## config.mk

```make
export PLATFORM = sky130hd
export DESIGN_NAME = keyboard_link_device_side
export DESIGN_NICKNAME = d
export VERILOG_FILES = /design/src/sv/kld_pkg.sv /design/src/sv/kld_rx.sv /design/src/sv/kld_tx.sv /design/src/sv/keyboard_link_device_side.sv
export SDC_FILE = /design/constraint.sdc
export NUM_CORES = 1
export LEC_CHECK = 0
export ABC_AREA = 1
export BUFFER_PORTS_ARGS = -buffer_cell sky130_fd_sc_hd__buf_4
export CORE_UTILIZATION = 54
export DETAILED_ROUTE_END_ITERATION = 6
export GPL_ROUTABILITY_DRIVEN = 0
export PLACE_DENSITY = 0.73
export SETUP_SLACK_MARGIN = 0.3
export SYNTH_ARGS = -nofsm -noshare
export SYNTH_HDL_FRONTEND = slang
export SYNTH_SLANG_ARGS = --single-unit
```

## constraint.sdc

```tcl
create_clock -name clk -period 2.7 [get_ports clk]
set_clock_uncertainty 0.1 [all_clocks]
set_input_delay 0.54 -clock clk [delete_from_list [all_inputs] [get_ports clk]]
set_output_delay 0.54 -clock clk [all_outputs]
set_load 0.01 [all_outputs]
```

## src/sv/kld_pkg.sv

```systemverilog
// Package for the keyboard link device side: transfer payload types, command codes,
// frame codes and the reply frame builder.
// Depends on nothing; imported by every module of the block.
package kld_pkg;

	// Command codes carried in the command field.
	localparam logic [2:0] CMD_START_RX = 3'd0;
	localparam logic [2:0] CMD_RX_TICK  = 3'd1;
	localparam logic [2:0] CMD_LOAD_KBD = 3'd2;
	localparam logic [2:0] CMD_LOAD_MOU = 3'd3;
	localparam logic [2:0] CMD_START_TX = 3'd4;
	localparam logic [2:0] CMD_TX_TICK  = 3'd5;
	localparam logic [2:0] CMD_READ     = 3'd6;

	// Pending query kinds.
	localparam logic [1:0] QUERY_NONE  = 2'd0;
	localparam logic [1:0] QUERY_KBD   = 2'd1;
	localparam logic [1:0] QUERY_MOUSE = 2'd2;

	// Receive frame geometry and codes.
	localparam int         RX_W             = 15;
	localparam logic [3:0] RX_FRAME_TICKS   = 4'd15;
	localparam logic [3:0] RX_QUERY_TICK    = 4'd5;
	localparam logic [14:0] CODE_KBD_QUERY   = 15'h0020;
	localparam logic [14:0] CODE_MOUSE_QUERY = 15'h0022;
	localparam logic [14:0] CODE_RESET       = 15'h0fde;
	localparam logic [12:0] CODE_LED         = 13'h0e00;

	// Idle reply frame sent when a query finds no data waiting.
	localparam logic [20:0] CODE_IDLE = 21'h100600;

	typedef struct packed {
		logic [2:0] command;
		logic       line_level;
		logic [7:0] first_byte;
		logic [7:0] second_byte;
	} cmd_t;

	typedef struct packed {
		logic        tx_level;
		logic        tx_done;
		logic        rx_done;
		logic        rx_early;
		logic [1:0]  query_kind;
		logic        reset_seen;
		logic [1:0]  led_bits;
		logic [14:0] latest_frame;
	} rsp_t;

	typedef struct packed {
		logic        rx_done;
		logic        rx_early;
		logic [1:0]  query_kind;
		logic        reset_seen;
		logic [1:0]  led_bits;
		logic [14:0] latest_frame;
	} rx_status_t;

	typedef struct packed {
		logic tx_level;
		logic tx_done;
	} tx_status_t;

	// Data reply: first byte in bits 8:1, the data mark in bit 10, second byte in bits 19:12.
	function automatic logic [19:0] data_frame(input logic [15:0] bytes);
		return {bytes[15:8], 1'b0, 1'b1, 1'b0, bytes[7:0], 1'b0};
	endfunction

endpackage

```

## src/sv/kld_rx.sv

```systemverilog
// Receiver of the keyboard link device side: frame sampling, query detection,
// frame close, LED and reset latches, and the read of the last frame.
// Depends on kld_pkg.
module kld_rx
	import kld_pkg::*;
(
	input  logic       clk,
	input  logic       arst_n,
	input  logic       step,
	input  cmd_t       cmd,
	output logic [1:0] query_now,
	output rx_status_t status
);

	logic [RX_W-1:0] shift_q, shift_n, sampled;
	logic [3:0]      cnt_q, cnt_n;
	logic            active_q, active_n;
	logic [1:0]      query_q, query_n;
	logic [RX_W-1:0] frame_q, frame_n;
	logic [1:0]      led_q, led_n;
	logic            reset_q, reset_n;
	logic            done, early;
	logic [RX_W-1:0] latest;

	always_comb begin
		sampled  = shift_q | (RX_W'(cmd.line_level) << cnt_q);
		shift_n  = shift_q;
		cnt_n    = cnt_q;
		active_n = active_q;
		query_n  = query_q;
		frame_n  = frame_q;
		led_n    = led_q;
		reset_n  = reset_q;
		done     = 1'b0;
		early    = 1'b0;
		latest   = '0;
		unique case (cmd.command)
			CMD_START_RX: begin
				shift_n  = '0;
				cnt_n    = '0;
				query_n  = QUERY_NONE;
				active_n = 1'b1;
			end
			CMD_RX_TICK: begin
				if (active_q) begin
					if (cnt_q == 4'd0) begin
						cnt_n = 4'd1;
					end else if (cnt_q >= RX_FRAME_TICKS) begin
						active_n = 1'b0;
						done     = 1'b1;
						frame_n  = shift_q;
						if (shift_q == CODE_RESET) begin
							reset_n = 1'b1;
						end else if (shift_q[12:0] == CODE_LED) begin
							led_n = shift_q[14:13];
						end
					end else begin
						shift_n = sampled;
						if (cnt_q == RX_QUERY_TICK &&
						    (sampled == CODE_MOUSE_QUERY || sampled == CODE_KBD_QUERY)) begin
							query_n  = (sampled == CODE_MOUSE_QUERY) ? QUERY_MOUSE : QUERY_KBD;
							active_n = 1'b0;
							done     = 1'b1;
							early    = 1'b1;
						end else begin
							cnt_n = cnt_q + 4'd1;
						end
					end
				end
			end
			CMD_READ: begin
				frame_n = '0;
				latest  = (query_q != QUERY_NONE || frame_q == CODE_RESET) ? '0 : frame_q;
			end
			default: begin
			end
		endcase
	end

	always_ff @(posedge clk or negedge arst_n) begin
		if (!arst_n) begin
			shift_q  <= '0;
			cnt_q    <= '0;
			active_q <= 1'b0;
			query_q  <= QUERY_NONE;
			frame_q  <= '0;
			led_q    <= '0;
			reset_q  <= 1'b0;
		end else if (step) begin
			shift_q  <= shift_n;
			cnt_q    <= cnt_n;
			active_q <= active_n;
			query_q  <= query_n;
			frame_q  <= frame_n;
			led_q    <= led_n;
			reset_q  <= reset_n;
		end
	end

	assign query_now           = query_q;
	assign status.rx_done      = done;
	assign status.rx_early     = early;
	assign status.query_kind   = query_n;
	assign status.reset_seen   = reset_n;
	assign status.led_bits     = led_n;
	assign status.latest_frame = latest;

endmodule

```

## src/sv/kld_tx.sv

```systemverilog
// Transmitter of the keyboard link device side: keyboard and mouse data holding,
// reply frame selection and the bit-by-bit shift-out.
// Depends on kld_pkg.
module kld_tx
	import kld_pkg::*;
#(
	parameter int TX_FRAME_BITS = 21
) (
	input  logic       clk,
	input  logic       arst_n,
	input  logic       step,
	input  cmd_t       cmd,
	input  logic [1:0] query_now,
	output tx_status_t status
);

	localparam int CW = $clog2(TX_FRAME_BITS + 1);

	logic [TX_FRAME_BITS-1:0] shift_q, shift_n;
	logic [CW-1:0]            cnt_q, cnt_n;
	logic                     active_q, active_n;
	logic [15:0]              kbd_q, kbd_n, mou_q, mou_n;
	logic                     kbd_pend_q, kbd_pend_n, mou_pend_q, mou_pend_n;
	logic                     level, done;

	always_comb begin
		shift_n    = shift_q;
		cnt_n      = cnt_q;
		active_n   = active_q;
		kbd_n      = kbd_q;
		mou_n      = mou_q;
		kbd_pend_n = kbd_pend_q;
		mou_pend_n = mou_pend_q;
		level      = 1'b1;
		done       = 1'b0;
		unique case (cmd.command)
			CMD_LOAD_KBD: begin
				kbd_n      = {cmd.second_byte, cmd.first_byte};
				kbd_pend_n = 1'b1;
			end
			CMD_LOAD_MOU: begin
				mou_n      = {cmd.second_byte, cmd.first_byte};
				mou_pend_n = 1'b1;
			end
			CMD_START_TX: begin
				cnt_n    = '0;
				active_n = 1'b1;
				if (query_now == QUERY_KBD) begin
					if (kbd_pend_q) begin
						shift_n    = TX_FRAME_BITS'(data_frame(kbd_q));
						kbd_pend_n = 1'b0;
					end else begin
						shift_n = TX_FRAME_BITS'(CODE_IDLE);
					end
				end else if (query_now == QUERY_MOUSE) begin
					if (mou_pend_q) begin
						shift_n    = TX_FRAME_BITS'(data_frame(mou_q));
						mou_pend_n = 1'b0;
					end else begin
						shift_n = TX_FRAME_BITS'(CODE_IDLE);
					end
				end else begin
					shift_n = '1;
				end
			end
			CMD_TX_TICK: begin
				if (active_q) begin
					if (cnt_q >= CW'(TX_FRAME_BITS)) begin
						active_n = 1'b0;
						done     = 1'b1;
					end else begin
						level   = shift_q[0];
						shift_n = shift_q >> 1;
						cnt_n   = cnt_q + CW'(1);
					end
				end
			end
			default: begin
			end
		endcase
	end

	always_ff @(posedge clk or negedge arst_n) begin
		if (!arst_n) begin
			shift_q    <= '1;
			cnt_q      <= '0;
			active_q   <= 1'b0;
			kbd_q      <= '0;
			mou_q      <= '0;
			kbd_pend_q <= 1'b0;
			mou_pend_q <= 1'b0;
		end else if (step) begin
			shift_q    <= shift_n;
			cnt_q      <= cnt_n;
			active_q   <= active_n;
			kbd_q      <= kbd_n;
			mou_q      <= mou_n;
			kbd_pend_q <= kbd_pend_n;
			mou_pend_q <= mou_pend_n;
		end
	end

	assign status.tx_level = level;
	assign status.tx_done  = done;

endmodule

```

## src/sv/keyboard_link_device_side.sv

```systemverilog
// Top level of the keyboard link device side: command and response registers around
// the receiver and transmitter.
// Depends on kld_pkg, kld_rx and kld_tx.
//
//  Channel   Signals                        Direction  Payload
//  command   cmd_valid, cmd_ready, cmd      in         cmd_t: one command per transfer
//  response  rsp_valid, rsp_ready, rsp      out        rsp_t: one result per command
//
// Every command is held in the command register and is then offered from the response
// register. The block takes one command per clock while the response side does not
// stall; a new transfer is taken in the same cycle as a response leaves.
// A stalled response holds the command register, and cmd_ready falls only when
// both registers are full. Reset empties both registers, sets the transmit shift
// register to all ones and clears every other state register.
module keyboard_link_device_side
	import kld_pkg::*;
#(
	parameter int TX_FRAME_BITS = 21
) (
	input  logic clk,
	input  logic arst_n,
	input  logic cmd_valid,
	output logic cmd_ready,
	input  cmd_t cmd,
	output logic rsp_valid,
	input  logic rsp_ready,
	output rsp_t rsp
);

	// The command register holds one accepted command until its result can be
	// written into the response register.
	cmd_t       cmd_s1;
	logic       valid_s1;
	logic       advance;
	logic [1:0] query_now;
	rx_status_t rx_status;
	tx_status_t tx_status;
	rsp_t       rsp_s2;
	logic       valid_s2;

	// The state of the link moves on only when a command leaves the command
	// register, so results stay in the order of the transfers whatever the stalls.
	assign advance   = valid_s1 && (!valid_s2 || rsp_ready);
	assign cmd_ready = !valid_s1 || advance;

	always_ff @(posedge clk or negedge arst_n) begin
		if (!arst_n) begin
			valid_s1 <= 1'b0;
		end else if (cmd_ready) begin
			valid_s1 <= cmd_valid;
		end
	end

	always_ff @(posedge clk) begin
		if (cmd_valid && cmd_ready) begin
			cmd_s1 <= cmd;
		end
	end

	kld_rx u_rx (
		.clk       (clk),
		.arst_n    (arst_n),
		.step      (advance),
		.cmd       (cmd_s1),
		.query_now (query_now),
		.status    (rx_status)
	);

	kld_tx #(
		.TX_FRAME_BITS (TX_FRAME_BITS)
	) u_tx (
		.clk       (clk),
		.arst_n    (arst_n),
		.step      (advance),
		.cmd       (cmd_s1),
		.query_now (query_now),
		.status    (tx_status)
	);

	// The response register keeps a finished result until it is taken.
	always_ff @(posedge clk or negedge arst_n) begin
		if (!arst_n) begin
			valid_s2 <= 1'b0;
		end else if (advance) begin
			valid_s2 <= 1'b1;
		end else if (rsp_ready) begin
			valid_s2 <= 1'b0;
		end
	end

	always_ff @(posedge clk) begin
		if (advance) begin
			rsp_s2.tx_level     <= tx_status.tx_level;
			rsp_s2.tx_done      <= tx_status.tx_done;
			rsp_s2.rx_done      <= rx_status.rx_done;
			rsp_s2.rx_early     <= rx_status.rx_early;
			rsp_s2.query_kind   <= rx_status.query_kind;
			rsp_s2.reset_seen   <= rx_status.reset_seen;
			rsp_s2.led_bits     <= rx_status.led_bits;
			rsp_s2.latest_frame <= rx_status.latest_frame;
		end
	end

	assign rsp_valid = valid_s2;
	assign rsp       = rsp_s2;

	// An early end is always a frame end.
	a_early_is_done: assert property (@(posedge clk) disable iff (!arst_n)
		valid_s2 && rsp_s2.rx_early |-> rsp_s2.rx_done)
		else $error("early frame end without frame end");

	// The transmitter never drives the line low on the tick that closes its frame.
	a_tx_done_idle: assert property (@(posedge clk) disable iff (!arst_n)
		valid_s2 && rsp_s2.tx_done |-> rsp_s2.tx_level)
		else $error("line low on transmit frame end");

	// A frame read comes only from a read command, which ends no frame.
	a_read_alone: assert property (@(posedge clk) disable iff (!arst_n)
		valid_s2 && rsp_s2.latest_frame != '0 |-> !rsp_s2.rx_done && !rsp_s2.tx_done)
		else $error("frame read together with a frame end");

	// Back-pressure reaches the command side only when both registers are full.
	a_ready_low: assert property (@(posedge clk) disable iff (!arst_n)
		!cmd_ready |-> valid_s1 && valid_s2 && !rsp_ready)
		else $error("command side stalled with room to spare");

	// A query kind of three cannot arise.
	a_query_code: assert property (@(posedge clk) disable iff (!arst_n)
		valid_s2 |-> rsp_s2.query_kind != 2'd3)
		else $error("undefined query kind");

endmodule
```

==> impl_metrics.sql, run 1 <==
INSERT INTO impl_metrics (metric_group, metric, value, unit) VALUES
('outcome', 'status', 'finished, violations left', ''),
('outcome', 'failed_checks', 'hold timing', ''),
('timing', 'fin_crit', '2180', 'ps'),
('synthesis', 'postSynthCellCount', '723', ''),
('synthesis', 'synth.top_cells.by_count', 'sky130_fd_sc_hd__nand2_1 (135), sky130_fd_sc_hd__dfrtp_1 (82), sky130_fd_sc_hd__o21ai_0 (78), sky130_fd_sc_hd__inv_1 (71), sky130_fd_sc_hd__nand3_1 (70)', ''),
('power_and_ir_drop', 'psw', '0.00217', 'W'),
('clock_network', 'number_of_hold_repair_buffers_added_at_the_cts_stage', '0', ''),
('timing', 'worstMarginPinSlew', '728', 'ps'),
('die', 'floorplan.core_area', '12100', 'um2'),
('timing', 'tns', '0', 'ps'),
('power_and_ir_drop', 'clockPowerShare', '35.1', '%'),
('synthesis', 'ys.flop_type', 'sky130_fd_sc_hd__dfrtp_1', ''),
('clock_network', 'cts.sink_count', '147', ''),
('clock_network', 'cts_repair_resize_count', '0', ''),
('timing', 'finalHoldViolations', '8', ''),
('synthesis', 'synthesized_nets', '755', ''),
('die', 'dieHeight', '114', 'um'),
('timing', 'period_share', '80.6', '%'),
('routing', 'firstDrtPassIters', '5', ''),
('global_routing', 'grt_first_pass_wirelength', '22700', 'um'),
('setup_path', 'worst_ep_arrival_time', '2240', 'ps'),
('clock_network', 'path_clk_slew', '60', 'ps'),
('power_and_ir_drop', 'power_frac_seq', '45.7', '%'),
('placement', 'count_of_buffers_inserted_at_the_top_level_ports', '49', ''),
('routing', 'route.detailed.wl_per_inst', '14.2', 'um'),
('global_routing', 'grt_usage', '22.8', '%'),
('synthesis', 'synth.yosys.seq_area_share', '57.8', '%'),
('global_routing', 'maximum_number_of_pins_on_one_net_before_global_route_repair', '64', ''),
('global_routing', 'grt_antenna_before_repair', '0', ''),
('routing', 'route.detailed.vias_per_inst', '5.43', ''),
('clock_network', 'cts.repair_timing.setup_buffer_count', '0', ''),
('cells_and_area', 'diodes', '0', ''),
('global_routing', 'vias_in_the_first_global_route', '4828', ''),
('timing', 'setup_repair_after_global_routing_missed_its_margin', 'false', ''),
('clock_network', 'clock_tree.htree_level_count', '4', ''),
('die', 'top_level_ports', '50', ''),
('placement', 'dpl.hpwl', '9030', 'um'),
('die', 'chipWidth', '114', 'um'),
('synthesis', 'yosys.cell_types.count', '41', ''),
('cells_and_area', 'n_fill_cell', '977', ''),
('power_and_ir_drop', 'p_int', '0.00525', 'W'),
('clock_network', 'worstSkewPairLatency', '420', 'ps'),
('setup_path', 'crit_path_start_kind', 'flop', ''),
('power_and_ir_drop', 'power.share.switching', '29.3', '%'),
('setup_path', 'reg2reg_setup_slack', '520', 'ps'),
('clock_network', 'clk_root_buffer_cell', 'sky130_fd_sc_hd__clkbuf_16', ''),
('synthesis', 'ys_warn_count', '0', ''),
('setup_path', 'worst_setup_path_end_kind', 'flop', ''),
('power_and_ir_drop', 'combinational_power_share', '19.2', '%'),
('clock_network', 'cts-buffers-inserted', '17', ''),
('min_path', 'min_path_type', 'input port to async pin', ''),
('setup_path', 'critical_path_required', '2770', 'ps'),
('routing', 'postRouteAntennaNets', '0', ''),
('timing', 'achievable_clock_frequency', '459', 'MHz'),
('synthesis', 'ys_seq_elements', '147', ''),
('synthesis', 'postSynth.asyncResetShare', '70.1', '%'),
('synthesis', 'yosys.cell_count.top_type', 'sky130_fd_sc_hd__nand2_1', ''),
('setup_path', 'cp_max_fo', '12', ''),
('synthesis', 'synth_top_area_cell', 'sky130_fd_sc_hd__dfrtp_1', ''),
('cells_and_area', 'layout-drive-gt1-share', '21.4', '%'),
('cells_and_area', 'syn2layout_area_growth', '17.4', '%'),
('timing', 'finalSetupViolCount', '0', ''),
('job', 'max-cap-violations', '0', ''),
('die', 'start_util', '56.1', '%'),
('routing', 'post-route-drc-count', '0', ''),
('synthesis', 'synth_top_area_share', '30.2', '%'),
('routing', 'routed_wirelength', '13500', 'um'),
('power_and_ir_drop', 'power-per-cell-area', '930', 'nW/um2'),
('timing', 'fin_hold_ws', '-6.36', 'ps'),
('clock_network', 'cts.path.max_buffers', '2', ''),
('cells_and_area', 'finish.net_count', '798', '');
-- final cells by class --
cell class	instances	area [um2]	area share, %
Clock inverter	10	165	2.07
Multi-Input combinational cell	454	2370	29.8
Clock buffer	22	507	6.35
Timing Repair Buffer	61	474	5.95
Tap cell	168	210	2.64
Sequential cell	147	3930	49.2
Inverter	85	319	4.00
-- path summary, 6_finish.rpt --
check | depth (start not counted) | to | startpoint
min in group clk | 1 | cmd_s1[2] | cmd[2]
worst max register to register | 11 | rsp[18] | u_rx.cnt_q[2]
worst min-delay path | 1 | u_rx.cnt_q[2] | arst_n
max in group asynchronous | 2 | u_tx.shift_q[1] | arst_n
worst max-delay path | 11 | rsp[18] | u_rx.cnt_q[2]
worst min register to register | 2 | u_rx.reset_q | u_rx.reset_q
-- cells by family after synthesis --
group                    synth area share (%)
adder cells (fa/ha/maj)                  1.47
flip-flops                               57.8
AND/OR/NAND/NOR                          22.3
XOR/XNOR                                0.129
buffers and inverters                    7.31
AO/OA/AOI/OAI                            11.0
-- power groups by stage --
stage / clock [W] / sequential [W] / combinational (W)
6_report: 0.00261 / 0.00339 / 0.00142
5_1_grt: 0.00274 / 0.00346 / 0.00162
4_1_cts: 0.00266 / 0.00338 / 0.00143
3_5_place_dp: 0 / 0.00341 / 0.00141
3_3_place_gp: 0 / 0.00339 / 0.00135
2_1_floorplan: 0 / 0.00328 / 0.00109
-- metrics by stage --
step	hold WS, ps	area [um2]	cells	setup slack (ps)
4_1_cts	2.91	7970	947	437
5_1_grt	37.3	7980	947	326
3_3_place_gp	333	7290	915	407
3_5_place_dp	344	7290	915	336
6_report	-6.36	7980	947	523
2_1_floorplan	144	6790	723	653
-- cell usage in the layout (no fill, tap or decap), drive strengths merged --
master,synthesis,final
nand2,146,146
o21ai,92,92
inv,84,86
dfrtp,82,82
nand3,78,78
buf,12,61
edfxtp,44,44
nor2,44,44
a21oi,23,23
clkbuf,25,22
dfstp,21,21
o22ai,16,16
nand4,14,14
nor3,12,12
nor4,9,9
ha,8,8
clkinv,1,5
o221ai,4,4
bufinv,0,4
o31ai,2,2
and3,1,1
o21a,1,1
nor3b,1,1
xor2,1,1
or2,1,1
a22oi,1,1
-- sequential cells by signal, indices dropped and copies added, names as in the netlist --
name,count
u_rx.cnt_q,4
rsp,24
u_rx.shift_q,15
u_tx.shift_q,21
rsp_valid,1
u_tx.kbd_q,16
u_rx.active_q,1
u_tx.cnt_q,5
cmd_s1,20
u_rx.reset_q,1
u_rx.led_q,2
u_rx.query_now,2
u_tx.active_q,1
u_tx.mou_q,16
u_tx.mou_pend_q,1
u_tx.kbd_pend_q,1
u_rx.frame_q,15
valid_s1,1
-- worst max-delay path, cell delays in order, from the launching register on --
cell and delay (ps):
sky130_fd_sc_hd__dfrtp_1 630, sky130_fd_sc_hd__inv_2 180, sky130_fd_sc_hd__nand4_1 150, sky130_fd_sc_hd__nand2_1 100, sky130_fd_sc_hd__nor2_1 110, sky130_fd_sc_hd__nand2_1 110, sky130_fd_sc_hd__nor2_1 160, sky130_fd_sc_hd__nand2_1 100
sky130_fd_sc_hd__nand3_2 90, sky130_fd_sc_hd__nand2_1 50, sky130_fd_sc_hd__nand2_1 60, sky130_fd_sc_hd__nand2_2 80
-- layer usage --
layer	wire, um	vias up	track usage, %	share of wire [%]
met2	6240	183	34.3	46
met4	243	0	10.4	1.8
li1	-	2516	-	-
met3	778	22	4.66	5.8
met1	6210	2420	32.0	46
met5	0	-	0	0
No activity file was read; power rests on OpenSTA's default activity.
==> run 2: changes to the inputs <==
- clock period: 2.7 -> 2.2 ns (I/O delays scaled with it)
==> run 2 against run 1 <==
  * The run now ends clean
  * Clock power is 7% higher
  * Clock-buffer cell count is 3 lower
  * Utilization is 3.6 points higher
  * Via count is 6.0% higher
  * Sequential share of layout area is 2.5 points lower
  * Cell count is 3.2% higher
==> impl_metrics.sql, run 2 (synthesis results as in run 1) <==
INSERT INTO impl_metrics (metric_group, metric, value, unit) VALUES
('global_routing', 'maximum_number_of_pins_on_one_net_before_global_route_repair', '74', ''),
('clock_network', 'clock_tree.htree_level_count', '4', ''),
('routing', 'firstDrtPassIters', '6', ''),
('setup_path', 'crit_path_start_kind', 'flop', ''),
('die', 'top_level_ports', '50', ''),
('timing', 'maxSlewHeadroom', '53.7', '%'),
('job', 'max-cap-violations', '0', ''),
('setup_path', 'crit_type', 'flop to flop', ''),
('setup_path', 'cp_max_fo', '7', ''),
('clock_network', 'cts-buffers-inserted', '17', ''),
('setup_path', 'most_prevalent_standard_cell_on_the_critical_path', 'sky130_fd_sc_hd__nand2_1', ''),
('cells_and_area', 'final-instance-count-excl-fill', '977', ''),
('cells_and_area', 'layout.area.seq', '3930', 'um2'),
('power_and_ir_drop', 'cellLeakagePower', '3.72', 'nW'),
('setup_path', 'timing.critical_path.cells', 'buf_6 > nor2_4 > nand4_1 > nand2_2 > nor2_1 > nand2_1 > nor2_1 > nand2_1 > nand3_2 > nand2_1 > nand2_1 > nand2_2 > nand2_1 > nand2_1', ''),
('timing', 'period_share', '94.0', '%'),
('cells_and_area', 'layout-drive-gt1-share', '28.8', '%'),
('routing', 'routed_wirelength', '15100', 'um'),
('cells_and_area', 'diodes', '0', ''),
('setup_path', 'worst_ep_arrival_time', '2350', 'ps'),
('outcome', 'status', 'finished, final reports clean', ''),
('routing', 'post-route-drc-count', '0', ''),
('cells_and_area', 'finish.net_count', '828', ''),
('timing', 'final_max_slew_viol_count', '0', ''),
('setup_path', 'worst_setup_path_end_kind', 'flop', ''),
('die', 'fp-row-count', '40', ''),
('placement', 'count_of_buffers_inserted_at_the_top_level_ports', '49', ''),
('cells_and_area', 'n_fill_cell', '891', ''),
('die', 'dieHeight', '114', 'um'),
('global_routing', 'gr-total-overflow', '0', ''),
('die', 'chipWidth', '114', 'um'),
('cells_and_area', 'syn2layout_area_growth', '23.8', '%'),
('cells_and_area', 'multiInputGateArea', '2600', 'um2'),
('timing', 'finalHoldViolations', '0', ''),
('power_and_ir_drop', 'power-per-cell-area', '1080', 'nW/um2'),
('placement', 'post-place-ws', '-27.3', 'ps'),
('timing', 'tns', '0', 'ps'),
('placement', 'dp.cells', '922', ''),
('setup_path', 'crit_slowest_cell', 'sky130_fd_sc_hd__dfrtp_2', ''),
('clock_network', 'clock_tree_from_tritoncts', 'built', ''),
('timing', 'setup_slack', '133', 'ps'),
('timing', 'fin_crit', '2070', 'ps'),
('clock_network', 'worstSkewPairLatency', '440', 'ps'),
('timing', 'finalSetupViolCount', '0', ''),
('routing', 'drtIter0Drc', '503', ''),
('timing', 'worstMarginPinSlew', '695', 'ps'),
('min_path', 'min_path_type', 'input port to flop', ''),
('die', 'fp.dieArea', '13000', 'um2'),
('die', 'start_util', '56.1', '%'),
('routing', 'postRouteAntennaNets', '0', ''),
('placement', 'dpl.hpwl', '9410', 'um'),
('die', 'floorplan.core_area', '12100', 'um2'),
('global_routing', 'grt_antenna_before_repair', '0', ''),
('clock_network', 'clk_root_buffer_cell', 'sky130_fd_sc_hd__clkbuf_16', ''),
('routing', 'route.detailed.vias_per_inst', '5.58', ''),
('clock_network', 'cts.path.max_buffers', '2', ''),
('clock_network', 'cts.sink_count', '147', ''),
('cells_and_area', 'mostFrequentLayoutCells', 'sky130_fd_sc_hd__nand2_1 (124), sky130_fd_sc_hd__buf_4 (79), sky130_fd_sc_hd__dfrtp_1 (78)', ''),
('routing', 'route.detailed.wl_per_inst', '15.4', 'um'),
('power_and_ir_drop', 'max-vdd-ir-drop', '0.803', 'mV'),
('power_and_ir_drop', 'post-layout-total-power', '0.00910', 'W'),
('global_routing', 'vias_in_the_first_global_route', '5140', ''),
('routing', 'dr_total_vias', '5452', ''),
('global_routing', 'grt_first_pass_wirelength', '24700', 'um'),
('global_routing', 'grt_usage', '24.8', '%'),
('timing', 'achievable_clock_frequency', '484', 'MHz'),
('clock_network', 'path_clk_slew', '60', 'ps'),
('timing', 'fin_hold_ws', '75.5', 'ps'),
('setup_path', 'critical_path_required', '2480', 'ps'),
('setup_path', 'timing.critical_path.slowest_cell_delay', '460', 'ps'),
('cells_and_area', 'final_common_cell', 'sky130_fd_sc_hd__nand2_1', ''),
('timing', 'setup_repair_after_global_routing_missed_its_margin', 'true', ''),
('cells_and_area', 'largest_register_ffs', '24', '');
run 2: area by class of cell:
class	instances	area share (%)
flip-flops and latches	147	46.7
multi-input cells	454	30.9
repair buffers	91	9.19
clock buffers	19	5.15
inverters	85	3.91
well taps	168	2.50
clock inverters	13	1.61
run 2: what timing repair did:
item	4_1_cts	5_1_grt
pin swaps	13	20
setup buffers	18	3
endpoints found under the hold margin	82	0
hold buffers	1	0
resized for setup	43	29
endpoints found under the setup margin	69	68
cloned	1	0
run 2: worst max-delay path, delay by kind of cell, from the launching register on:
family / cells / cell delay, ps
AND/OR/NAND/NOR: 13 / 1320
buffers and inverters: 1 / 150
flip-flops: 1 / 460
run 2: routing by layer:
layer	vias up	wire [um]	part of all wire [%]	global-route usage, %
li1	2582	-	-	-
met2	217	7210	48	40.0
met5	-	0	0	0
met4	0	375	2.5	9.44
met1	2610	6470	43	32.6
met3	43	1010	6.7	6.03
run 2: metrics by stage:
stage                     util, %  instance area (um2)
after floorplan                 -                 6790
after global routing         69.4                 8410
after global placement       60.9                 7370
after CTS                    68.4                 8280
final                        69.4                 8410
after detailed placement     60.9                 7370
run 2: final timing paths:
kind,start,to,slack [ps],cells after the start
max,u_rx.cnt_q[0],u_rx.query_now[0],130,14
min,cmd[16],cmd_s1[16],80,1
max reg2reg,u_rx.cnt_q[0],u_rx.query_now[0],130,14
min reg2reg,u_tx.mou_q[4],u_tx.mou_q[4],390,2
max in group asynchronous,arst_n,u_tx.shift_q[9],1180,3
min in group asynchronous,arst_n,rsp_valid,450,3
run 2: power by group:
part | switching, W | leakage (nW) | total (W) | internal, W
registers | 0.000506 | 1.70 | 0.00418 | 0.00367
clock network | 0.00114 | 0.267 | 0.00280 | 0.00166
logic | 0.00125 | 1.75 | 0.00212 | 0.000868
